--- src/design/mbx_pkg.sv ---
// ----------------------------------------------------------------------------
// mbx_pkg
// Shared constants for the multichannel mailbox FIFO: field widths, access
// codes, status bit positions and parameter defaults.
// ----------------------------------------------------------------------------
package mbx_pkg;

  // Field widths
  localparam int ACT_W     = 3;
  localparam int CHAN_W    = 4;
  localparam int WORD_W    = 32;
  localparam int RX_IRQ_W  = 8;

  // Channels addressable by the channel field
  localparam int MAX_CHANNELS = 16;

  // Parameter defaults
  localparam int FIFO_WORDS_DEF  = 64;
  localparam int TX_CHANNELS_DEF = 8;
  localparam int RX_CHANNELS_DEF = 8;

  // Access codes
  localparam logic [ACT_W-1:0] ACT_HOST_READ    = 3'd0;
  localparam logic [ACT_W-1:0] ACT_HOST_WRITE   = 3'd1;
  localparam logic [ACT_W-1:0] ACT_STATUS_READ  = 3'd2;
  localparam logic [ACT_W-1:0] ACT_STATUS_WRITE = 3'd3;
  localparam logic [ACT_W-1:0] ACT_REMOTE_POP   = 3'd4;
  localparam logic [ACT_W-1:0] ACT_REMOTE_PUSH  = 3'd5;

  // Status bit positions
  localparam int ST_EMPTY_BIT    = 0;
  localparam int ST_OVERFLOW_BIT = 2;
  localparam int ST_FLUSH_BIT    = 4;

endpackage

--- src/design/mbx_ctx_mem.sv ---
// ----------------------------------------------------------------------------
// mbx_ctx_mem
// Per-channel context store: one write port, one registered read port.
// Entries never written since reset read back as zero.
// ----------------------------------------------------------------------------
module mbx_ctx_mem #(
  parameter int DEPTH  = mbx_pkg::MAX_CHANNELS,
  parameter int DATA_W = 8
) (
  input  logic                     clk,
  input  logic                     rst_n,
  input  logic                     rd_en,
  input  logic [$clog2(DEPTH)-1:0] rd_addr,
  output logic [DATA_W-1:0]        rd_data,
  input  logic                     wr_en,
  input  logic [$clog2(DEPTH)-1:0] wr_addr,
  input  logic [DATA_W-1:0]        wr_data
);

  logic [DATA_W-1:0] mem [DEPTH];
  logic [DEPTH-1:0]  valid_r;
  logic [DATA_W-1:0] rd_data_r;
  logic              rd_valid_r;

  always_ff @(posedge clk) begin
    if (wr_en) begin
      mem[wr_addr] <= wr_data;
    end
    if (rd_en) begin
      rd_data_r <= mem[rd_addr];
    end
  end

  always_ff @(posedge clk) begin
    if (!rst_n) begin
      valid_r    <= '0;
      rd_valid_r <= 1'b0;
    end else begin
      if (wr_en) begin
        valid_r[wr_addr] <= 1'b1;
      end
      if (rd_en) begin
        rd_valid_r <= valid_r[rd_addr];
      end
    end
  end

  // Unwritten entries hold their reset value of zero
  assign rd_data = rd_valid_r ? rd_data_r : '0;

endmodule

--- config.mk ---
export PLATFORM = sky130hd
export DESIGN_NAME = mbx_ctx_mem
export DESIGN_NICKNAME = d
export VERILOG_FILES = /design/src/design/mbx_pkg.sv /design/src/design/mbx_ctx_mem.sv
export SDC_FILE = /design/constraint.sdc
export NUM_CORES = 1
export LEC_CHECK = 0
export ABC_AREA = 1
export BUFFER_PORTS_ARGS = -buffer_cell sky130_fd_sc_hd__clkbuf_2
export CAP_MARGIN = 15
export CORE_MARGIN = 1
export CORE_UTILIZATION = 35
export DETAILED_ROUTE_END_ITERATION = 8
export PLACE_DENSITY = 0.62
export SLEW_MARGIN = 20
export SYNTH_ARGS = -nofsm -noshare
export SYNTH_HDL_FRONTEND = slang
export SYNTH_SLANG_ARGS = --single-unit
--- constraint.sdc ---
create_clock -name clk -period 1.1 [get_ports clk]
set_clock_uncertainty 0.05 [all_clocks]
set_input_delay 0.055 -clock clk [delete_from_list [all_inputs] [get_ports clk]]
set_output_delay 0.055 -clock clk [all_outputs]
set_load 0.02 [all_outputs]
* Yosys cells after proc, flatten, opt, wreduce, memory -nomap -nowiden
Memory sizes are Yosys's and may differ from the RTL's. A register that Yosys moved wholly into a read port is not among the register bits. Cells that the tools add are included.
Word-level totals: memories 1, RAM bits 128, register bits after elaboration 17, input bits 20
Memory list:
- mem | words 16, width 8, rd ports 1, clocked after memory_dff 1, write ports 1, RTL line mbx_ctx_mem.sv:20 | logic [DATA_W-1:0] mem [DEPTH];
Operators by class: bitwise operators 1, order comparisons 3, reduce and logical (&&, ||, !) cells 1, mux-type cells 7
Operators with widths (number):
- OR 16 bit | 1
- less-than comparator 4 x 5 -> 1 bit, second input constant | 2
- 2-to-1 mux 8 bit | 1
- binary-select mux 1 bit (select 4 bit) | 1
- demux 1 bit (select 4 bit) | 1
- greater-or-equal comparator 4 x 1 -> 1 bit, second input constant | 1
- 2-to-1 mux 1 bit | 4
- logical AND 1 bit | 1

* Longest topological paths before layout
Gate-level depths: netlist of the first run.
word-level depth 5, gate-level depth with buffers 11

* Worst setup path before layout of the first run
No wires, ideal clock.
path kind in2reg, from in wr_en, to mem mem[14][0] (enable), required time 0.676 ns, data arrival time 0.745 ns, setup slack -0.068 ns, library setup time 0.374 ns, stages 4, path through inv_1 nor3_1 inv_1 nor2_1
Between the ends: cells in the longest elaborated chain, start to end 2
RTL lines:
- from (decl) | RTL line mbx_ctx_mem.sv:15 | input logic wr_en,
- 2-to-1 mux 1 bit | RTL line mbx_ctx_mem.sv:26 | if (wr_en) begin
- 2-to-1 mux 1 bit (not written as such) | RTL line mbx_ctx_mem.sv:27 | mem[wr_addr] <= wr_data;
- to (decl) | RTL line mbx_ctx_mem.sv:20
Every way passes these cells.

* Final worst setup path of the first run
from reg rd_valid_r, to out rd_data[4]
Between the ends: cells in the longest elaborated chain, start to end 1
RTL lines:
- from (decl) | RTL line mbx_ctx_mem.sv:23 | logic rd_valid_r;
- from (signal assigned) | RTL line mbx_ctx_mem.sv:43 | rd_valid_r <= valid_r[rd_addr];
- 2-to-1 mux 8 bit | RTL line mbx_ctx_mem.sv:49 | assign rd_data = rd_valid_r ? rd_data_r : '0;
- to (decl) | RTL line mbx_ctx_mem.sv:14 | output logic [DATA_W-1:0] rd_data,
Every way passes these cells.

==> results.sh, run 1 <==
export IMPL_status="complete, but fails checks"
export IMPL_violations="negative setup slack"
export IMPL_clk_path_buf_depth=2
export IMPL_final_layout_size_suffix_gt1_share_pct=22.7
export IMPL_path_clk_slew_ns=0.06
export IMPL_grt_pass1_vias=4120
export IMPL_drt_iter0_markers=428
export IMPL_period_minus_slack_ns=1.25
export IMPL_finalCritPeriodShare_pct=114
export IMPL_critPathKind="reg -> out"
export IMPL_die_area_um2=18000
export IMPL_worstPathArrival_ns=1.15
export IMPL_cts_sinks=153
export IMPL_leakage_nw=2.72
export IMPL_synth_cell_types=21
export IMPL_synth_seq_cells=153
export IMPL_syn_area_um2=6120
export IMPL_worstSetupStartpointType="flop"
export IMPL_maxCapViolCount=0
export IMPL_crit_path_max_fanout=5
export IMPL_routed_via_density=5.14
export IMPL_drcViolationCount=0
export IMPL_die_width_um=134
export IMPL_area_growth_pct=24.0
export IMPL_setup_viol=16
export IMPL_reg2reg_slack_ns=-0.12
export IMPL_crit_required_ns=1.00
export IMPL_drtPass1Iterations=5
export IMPL_fin_nets=605
export IMPL_rsz0062_at_grt="true"
export IMPL_relSlewSlack_pct=70.5
export IMPL_place_hpwl_um=9720
export IMPL_final_common_cell="edfxtp_1"
export IMPL_hold_class="in -> reg"
export IMPL_initial_core_util_pct=36.4
export IMPL_final_util_pct=45.1
export IMPL_yosysWarnings=0
export IMPL_fin_area_um2=7590
export IMPL_clock_root_buffer="clkbuf_16"
export IMPL_grt_usage_pct=18.0
export IMPL_worstSkewPairLatency_ns=0.42
export IMPL_antenna_found_initial=1
export IMPL_vias=4193
export IMPL_wl_per_cell_um=18.2
export IMPL_syn_nets=534
export IMPL_placed_area_um2=6870
export IMPL_drt_total_wl_um=14900
export IMPL_grt_overflow=0
export IMPL_core_um2=16800
export IMPL_grt_pass1_wl_um=23500
export IMPL_ios=28
export IMPL_cts_tree="yes"
export IMPL_slew_violations=0
export IMPL_p_per_area_nw_per_um2=1690
export IMPL_clock_fmax_mhz=797
export IMPL_cts_htree_levels=4
export IMPL_end_kind="output pin"
export IMPL_num_fill_cells=1523
export IMPL_numCtsBuffers=17
export IMPL_n_antenna_cell=0
export IMPL_setup_slack_ns=-0.155
export IMPL_worst_pin_slew_ns=0.442
export IMPL_final_antenna_net_count=0
export IMPL_layout_common_cells="136 x edfxtp_1, 131 x nor2_1, 44 x o21ai_0, 38 x buf_4, 31 x nand2_1"
export IMPL_syn_inst=514
export IMPL_synth_area_per_cell_um2=11.9
export IMPL_die_h_um=134
export IMPL_ys_seq_area_share_pct=72.3
export IMPL_finalHoldViolCount=0
export IMPL_port_buffers=27
export IMPL_globalplace_congestion=0.815
export IMPL_grt_max_degree=42
export IMPL_ir_drop_mv=1.15
export IMPL_rows=47
[cells by family (layout without fill, tap and decap cells)]
| family | after synthesis | in the layout | share of synthesized area, % |
|---|---|---|---|
| AO/OA/AOI/OAI | 98 | 98 | 9.46 |
| buffers and inverters | 50 | 132 | 4.52 |
| AND/OR/NAND/NOR | 213 | 213 | 13.7 |
| flip-flops | 153 | 153 | 72.3 |
[stage by stage]
step                      setup WS (ns)  setup TNS [ns]  hold WS [ns]  cells  total power, mW
after floorplan                 -0.0682           -4.52         0.104    514             7.09
after global routing             -0.216           -2.81        0.0272    816             13.3
after CTS                        -0.172           -2.01        0.0197    815             12.9
after global placement           -0.238          -14.31         0.255    783             7.46
final                            -0.155           -1.69        0.0102    816             12.9
after detailed placement         -0.257          -13.89         0.259    783             7.49
[final cells by class]
class	count	area [um2]	area share (%)
multi-input cells	311	1500	19.7
repair buffers	80	763	10.1
clock buffers	19	433	5.70
inverters	22	92.6	1.22
clock inverters	11	108	1.42
well taps	220	275	3.63
flip-flops and latches	153	4430	58.3
[Yosys cell counts]
cell	instances	area, um2
o21ai_1	7	35.0
buf_6	8	90.1
o221ai_1	3	26.3
inv_6	1	8.76
o21a_1	2	15.0
dfxtp_1	17	340
nor3_1	2	10.0
nand2_1	39	146
nand3_1	31	155
clkbuf_2	1	5.00
buf_4	1	7.51
inv_2	2	7.51
o211ai_1	29	218
clkbuf_1	2	7.51
buf_2	15	75.1
o21ai_0	57	285
buf_1	1	3.75
inv_1	18	67.6
edfxtp_1	136	4080
nor2_1	141	529
clkinv_1	1	3.75
[routing by layer]
metal / global-route usage [%] / wire [um] / vias up
li1: - / - / 1961
met1: 22.6 / 6400 / 2059
met2: 29.7 / 7290 / 132
met3: 4.01 / 772 / 41
met4: 7.80 / 422 / 0
met5: 0 / 0 / -
[critical path, stage by stage (launching register included)]
cell      delay (ns)
dfxtp_2         0.35
buf_6           0.14
nand2_2         0.07
inv_2           0.05
clkbuf_8        0.13
[timing repair]
item,4_1_cts,5_1_grt
cloned,0,0
hold endpoints to repair,2,0
resized for setup,42,25
pin swaps,22,18
setup endpoints to repair,16,17
buffers inserted,1,1
hold buffers,1,0
[flip-flops by register name, summed over array words and instances (netlist names)]
signal / count
rd_data_r: 8
valid_r: 16
mem: 128
rd_valid_r: 1
[power by group]
group | switching [mW] | internal, mW
clock network | 2.15 | 3.26
logic | 0.577 | 0.347
registers | 0.0477 | 6.47
total | 2.77 | 10.1
[worst paths after layout]
kind,depth (start not counted),start,to
worst min-delay path,4,rd_addr[3],rd_data_r[2]$_DFFE_PP_
worst max register to register,6,mem[1][1]$_DFFE_PP_,rd_data_r[1]$_DFFE_PP_
worst min register to register,2,valid_r[14]$_SDFFE_PN0P_,valid_r[14]$_SDFFE_PN0P_
worst max-delay path,4,rd_valid_r$_SDFFE_PN0P_,rd_data[4]
No activity file was read; power rests on OpenSTA's default activity.
==> inputs of run 2 (changes only) <==
ABC_AREA = 0   (was 1)
CORE_UTILIZATION = 25   (was 35)
PLACE_DENSITY = 0.51   (was 0.62)
==> run 2 against run 1 <==
  * The flow finishes with violations (design-rule violations, negative hold slack, negative setup slack)
  * Clock-buffer cell count decreased by 2
  * Synthesized cell count shrank 47%
  * Sequential share of layout area decreased by 1.0 points
  * Critical path depth down 2
==> results.sh, run 2 <==
export IMPL_crit_chain="mux4_2 -> mux4_2"
export IMPL_numCtsBuffers=17
export IMPL_status="complete, but fails checks"
export IMPL_area_growth_pct=29.9
export IMPL_drcViolationCount=1
export IMPL_worstSetupStartpointType="flop"
export IMPL_violations="design-rule violations, negative hold slack, negative setup slack"
export IMPL_initial_core_util_pct=25.4
export IMPL_globalplace_congestion=0.686
export IMPL_p_int_mw=10.3
export IMPL_synth_xor_area_share_pct=0
export IMPL_finalCritPeriodShare_pct=148
export IMPL_synthFlopType="edfxtp_1"
export IMPL_cts_sinks=153
export IMPL_synthMuxAreaShare_pct=18.3
export IMPL_maxCapViolCount=0
export IMPL_synth_area_per_cell_um2=22.0
export IMPL_placed_area_um2=6990
export IMPL_hold_class="in -> reg"
export IMPL_clock_root_buffer="clkbuf_16"
export IMPL_synth_top_cell_area_share_pct=68.6
export IMPL_core_um2=23400
export IMPL_path_delay_family="multiplexers"
export IMPL_p_seq_share_pct=49.8
export IMPL_place_hpwl_um=8800
export IMPL_crit_path_top_delay_cell="mux4_2"
export IMPL_drt_total_wl_um=13000
export IMPL_worstPathArrival_ns=1.75
export IMPL_vias=2901
export IMPL_power_switching_mw=2.79
export IMPL_end_kind="flop"
export IMPL_synthAdderAreaFrac_pct=0
export IMPL_largest_reg_flops=128
export IMPL_ios=28
export IMPL_clk_path_buf_depth=2
export IMPL_synth_cell_types=24
export IMPL_critPathKind="reg -> reg"
export IMPL_synth_top_family_by_area="multiplexers"
export IMPL_final_common_cell="edfxtp_1"
export IMPL_routed_via_density=4.21
export IMPL_setup_slack_ns=-0.532
export IMPL_grt_pass1_wl_um=19800
export IMPL_final_antenna_net_count=0
export IMPL_setup_viol=17
export IMPL_rsz0062_at_grt="true"
export IMPL_cts_htree_levels=4
export IMPL_cp_slowest_stage_delay_ns=0.48
export IMPL_switching_share_pct=21.4
export IMPL_n_antenna_cell=0
export IMPL_die_h_um=156
export IMPL_grt_usage_pct=11.7
export IMPL_async_reset_ff_share_pct=0
export IMPL_crit_top_cell="mux4_2"
export IMPL_largestRegisters="mem: 128 flops, valid_r: 16 flops, rd_data_r: 8 flops"
export IMPL_crit_buf_inv=0
export IMPL_synth_edff_count=136
export IMPL_combPwrFrac_pct=6.1
export IMPL_yosysWarnings=0
export IMPL_grt_busiest_layer="met2"
export IMPL_synth_top_cells_by_area="edfxtp_1 69%, mux4_1 12%, dfxtp_1 5.7%, mux4_2 5.7%, o21a_1 2.0%"
export IMPL_drtPass1Iterations=6
export IMPL_leakage_nw=2.56
export IMPL_syn_nets=290
export IMPL_final_util_pct=33.0
export IMPL_crit_required_ns=1.22
export IMPL_port_buffers=27
export IMPL_wl_per_cell_um=18.9
export IMPL_path_clk_slew_ns=0.07
export IMPL_synthSimpleGateAreaFrac_pct=3.22
export IMPL_final_layout_size_suffix_gt1_share_pct=46.5
export IMPL_syn_inst=270
export IMPL_synth_most_common_cell="edfxtp_1"
export IMPL_pwr_share_clk_pct=44.1
export IMPL_whs_ns=-0.00143
export IMPL_worstSkewPairLatency_ns=0.43
export IMPL_synth_top_area_cell="edfxtp_1"
export IMPL_grt_overflow=0
export IMPL_cts_tree="yes"
export IMPL_postCtsSetupBuffers=0
export IMPL_synth_seq_cells=153
export IMPL_fin_area_um2=7730
export IMPL_use_met2_pct=20.0
export IMPL_grt_max_degree=18
export IMPL_regMostFlops="mem"
export IMPL_antenna_found_initial=0
export IMPL_ys_top_cells_by_count="136 x edfxtp_1, 27 x mux4_1, 17 x dfxtp_1"
export IMPL_clock_fmax_mhz=613
export IMPL_drt_iter0_markers=360
export IMPL_grt_pass1_vias=3173
export IMPL_worst_pin_slew_ns=0.333
export IMPL_fin_nets=377
export IMPL_grtUsageMet1_pct=14.1
export IMPL_tns_ns=-5.61
export IMPL_slew_violations=0
export IMPL_die_area_um2=24400
export IMPL_met3_usage_pct=2.77
export IMPL_die_width_um=156
export IMPL_crit_path_max_fanout=1
export IMPL_relSlewSlack_pct=77.8
export IMPL_ir_drop_mv=1.06
export IMPL_period_minus_slack_ns=1.63
export IMPL_p_per_area_nw_per_um2=1690
export IMPL_layout_common_cells="136 x edfxtp_1, 42 x mux4_2, 28 x buf_4, 20 x buf_12, 19 x clkbuf_2"
export IMPL_syn_area_um2=5950
export IMPL_ys_seq_area_share_pct=74.3
export IMPL_rows=56
export IMPL_finalHoldViolCount=7
export IMPL_synth_compound_area_share_pct=2.59
==> run 2: changes by cell type in the layout (fill, tap and decap cells not counted), sizes merged, moves of 28 or more <==
| cell | previous run | this run |
|---|---|---|
| mux4 | 0 | 42 |
| nand2 | 39 | 2 |
| nand3 | 31 | 2 |
| nor2 | 141 | 14 |
| o211ai | 29 | 1 |
| o21ai | 64 | 0 |
==> run 2: what timing repair did <==
item,in CTS,in global routing
endpoints found under the setup margin,17,17
endpoints found under the hold margin,68,0
gates resized for setup,29,10
hold buffers,5,0
pin swaps,0,0
==> run 2: logic make-up after synthesis <==
group	after synthesis
mux	46
compound gates	20
buf+inv	14
flops	153
simple gates	37
==> run 2: final timing paths <==
| path | start | end | slack [ns] | depth (start not counted) |
|---|---|---|---|---|
| setup / recovery | mem[15][1]$_DFFE_PP_ | rd_data_r[1]$_DFFE_PP_ | -0.53 | 2 |
| hold / removal | wr_data[0] | mem[0][0]$_DFFE_PP_ | -0.001 | 1 |
| setup reg to reg | mem[15][1]$_DFFE_PP_ | rd_data_r[1]$_DFFE_PP_ | -0.53 | 2 |
| hold reg to reg | valid_r[14]$_SDFFE_PN0P_ | valid_r[14]$_SDFFE_PN0P_ | 0.42 | 1 |
==> run 2: final cells by class <==
type / count / area [um2]
timing repair buffer: 81 / 887
multi-input combinational: 103 / 1420
tap: 319 / 399
clock buffer: 17 / 425
sequential: 153 / 4430
fill: 2259 / 15700
clock inverter: 15 / 166
inverter: 1 / 3.75
==> run 2: stage by stage <==
stage | cells | total power [mW] | worst slack (ns)
3_3_place_gp | 652 | 7.37 | -0.673
4_1_cts | 689 | 13.2 | -0.544
2_1_floorplan | 270 | 7.03 | -0.465
3_5_place_dp | 652 | 7.40 | -0.680
5_1_grt | 689 | 13.4 | -0.577
6_report | 689 | 13.1 | -0.532
==> run 2: layer usage <==
metal | part of all wire [%] | wire length (um)
met1 | 41 | 5400
met3 | 4.0 | 527
met4 | 1.5 | 189
met5 | 0 | 0
met2 | 53 | 6900
==> run 2: worst register-to-register path, delay by kind of cell (launching register included) <==
family / cells / cell delay [ns]
muxes: 2 / 0.97
DFF: 1 / 0.36
==> run 2: power groups by stage <==
| stage | clock network (mW) | logic, mW | registers [mW] |
|---|---|---|---|
| after global placement | 0 | 0.747 | 6.62 |
| after global routing | 6.06 | 0.866 | 6.52 |
| final | 5.77 | 0.798 | 6.51 |
| after CTS | 5.86 | 0.812 | 6.51 |
| after floorplan | 0 | 0.415 | 6.62 |
| after detailed placement | 0 | 0.765 | 6.63 |
==> inputs of run 3 (changes only) <==
ABC_AREA = 1   (was 0)
==> run 3 against run 2 <==
  * The run ends with negative setup slack left
  * Critical endpoint is now rd_data_r[6]$_DFFE_PP_
  * Register-to-register slack better by 0.37 ns
  * Utilization decreased by 0.45 points
  * Via count grew 41%
  * Largest power group unchanged
  * Sequential share of layout area is 0.065 points lower
  * Flip-flop and latch count unchanged
  * Critical path depth increased by 4
==> results.sh, run 3 (same netlist as run 1, synthesis figures left out) <==
export IMPL_period_minus_slack_ns=1.26
export IMPL_hold_class="in -> reg"
export IMPL_p_per_area_nw_per_um2=1730
export IMPL_slew_violations=0
export IMPL_place_hpwl_um=10900
export IMPL_grt_pass1_vias=4188
export IMPL_status="complete, but fails checks"
export IMPL_cts_tree="yes"
export IMPL_final_layout_size_suffix_gt1_share_pct=23.3
export IMPL_worstPathArrival_ns=1.38
export IMPL_rows=56
export IMPL_final_antenna_net_count=0
export IMPL_drt_total_wl_um=15200
export IMPL_rsz0062_at_grt="true"
export IMPL_layout_common_cells="136 x edfxtp_1, 131 x nor2_1, 53 x buf_4, 48 x o21ai_0, 36 x nand2_1"
export IMPL_routed_via_density=4.43
export IMPL_wl_per_cell_um=16.5
export IMPL_drtPass1Iterations=4
export IMPL_maxCapViolCount=0
export IMPL_grt_pass1_wl_um=24000
export IMPL_die_h_um=158
export IMPL_crit_path_max_fanout=1
export IMPL_setup_slack_ns=-0.160
export IMPL_largest_reg_flops=128
export IMPL_vias=4098
export IMPL_ios=28
export IMPL_regMostFlops="mem"
export IMPL_clock_root_buffer="clkbuf_16"
export IMPL_path_clk_slew_ns=0.06
export IMPL_largestRegisters="mem: 128 flops, valid_r: 16 flops, rd_data_r: 8 flops"
export IMPL_final_seq_area_um2=4430
export IMPL_total_power_mw=13.4
export IMPL_port_buffers=27
export IMPL_worstSkewPairLatency_ns=0.43
export IMPL_core_um2=23800
export IMPL_fin_nets=613
export IMPL_clk_path_buf_depth=2
export IMPL_crit_required_ns=1.22
export IMPL_setup_viol=16
export IMPL_final_common_cell="edfxtp_1"
export IMPL_num_fill_cells=2341
export IMPL_finalHoldViolCount=0
export IMPL_r2r_end="rd_data_r[6]$_DFFE_PP_"
export IMPL_dp_cells=892
export IMPL_area_growth_pct=26.5
export IMPL_initial_core_util_pct=25.8
export IMPL_clock_fmax_mhz=794
export IMPL_r2r_start="mem[2][6]$_DFFE_PP_"
export IMPL_antenna_found_initial=0
export IMPL_cts_sinks=153
export IMPL_multi_input_area_um2=1450
export IMPL_die_width_um=158
export IMPL_worstRegToRegCells=6
export IMPL_drt_iter0_markers=290
export IMPL_globalplace_congestion=0.806
export IMPL_violations="negative setup slack"
export IMPL_end_kind="flop"
export IMPL_grt_overflow=0
export IMPL_grt_max_degree=37
export IMPL_stdcell_count=925
export IMPL_hold_end="rd_data_r[3]$_DFFE_PP_"
export IMPL_cts_htree_levels=4
export IMPL_ir_drop_mv=0.961
export IMPL_whs_path_depth=1
export IMPL_leakage_nw=2.75
export IMPL_die_area_um2=25100
export IMPL_worst_pin_slew_ns=0.399
export IMPL_finalCritPeriodShare_pct=115
export IMPL_drcViolationCount=0
export IMPL_critPathKind="reg -> reg"
export IMPL_grt_usage_pct=13.3
export IMPL_worstSetupStartpointType="flop"
export IMPL_relSlewSlack_pct=73.4
export IMPL_numCtsBuffers=17
export IMPL_reg2reg_slack_ns=-0.16
export IMPL_hp_start="rd_en"
export IMPL_n_antenna_cell=0
## run 3: cell count changes in the layout (fill, tap and decap cells not counted), sizes merged, moves of 14 or more
cell	delta
o21ai	+64
nand2	+37
o211ai	+28
nand3	+29
mux4	-42
o21a	-14
inv	+15
nor2	+127
## run 3: where the power goes
group	internal [mW]	switching [mW]
registers	6.47	0.0561
logic	0.338	0.562
clock network	3.72	2.25
total	10.5	2.87
## run 3: timing repair
action,in CTS,in global routing
endpoints found under the setup margin,16,17
hold buffers,1,0
buffers inserted,0,0
pin swaps,35,25
gates cloned,0,0
endpoints found under the hold margin,2,0
gates resized for setup,22,23
## run 3: worst max-delay path by stage
| stage | startpoint | end | slack, ns |
|---|---|---|---|
| final | mem[2][6]$_DFFE_PP_ | rd_data_r[6]$_DFFE_PP_ | -0.16 |
| after global routing | mem[5][6]$_DFFE_PP_ | rd_data_r[6]$_DFFE_PP_ | -0.23 |
| after CTS | rd_data_r[7]$_DFFE_PP_ | rd_data[7] | -0.20 |
| after detailed placement | rd_addr[0] | rd_data_r[3]$_DFFE_PP_ | -0.31 |
| after global placement | rd_addr[0] | rd_data_r[3]$_DFFE_PP_ | -0.28 |
| after floorplan | wr_en | mem[12][0]$_DFFE_PP_ | -0.07 |
## run 3: layout make-up
cell class / instances / area share (%)
Timing Repair Buffer: 88 / 9.73
Clock inverter: 10 / 1.45
Multi-Input combinational cell: 311 / 18.8
Clock buffer: 22 / 6.55
Sequential cell: 153 / 57.2
Inverter: 22 / 1.13
Tap cell: 319 / 5.16
## run 3: metrics by stage
stage | hold slack (ns) | worst slack [ns] | util, % | TNS (ns) | cell area, um2
final | 0.0101 | -0.160 | 32.6 | -1.74 | 7740
after global routing | 0.0153 | -0.229 | 32.6 | -2.73 | 7740
after CTS | 0.0158 | -0.198 | 32.5 | -2.17 | 7710
after detailed placement | 0.265 | -0.307 | 29.6 | -20.73 | 7020
after global placement | 0.254 | -0.284 | 29.6 | -14.64 | 7020
after floorplan | 0.104 | -0.0682 | - | -4.52 | 6140
## run 3: routing by layer
| metal | track usage (%) | share of wire, % |
|---|---|---|
| met1 | 16.7 | 45 |
| met2 | 22.3 | 49 |
| met3 | 2.83 | 4.2 |
| met4 | 5.40 | 2.0 |
| met5 | 0 | 0 |
## run 3: worst max-delay path, cell delays in order (launching register included)
cell and delay (ns):
edfxtp_1 0.37, nor2_1 0.10, nor2_1 0.05, o21ai_0 0.09, o211ai_1 0.14, nand3_1 0.13, nand2_1 0.08
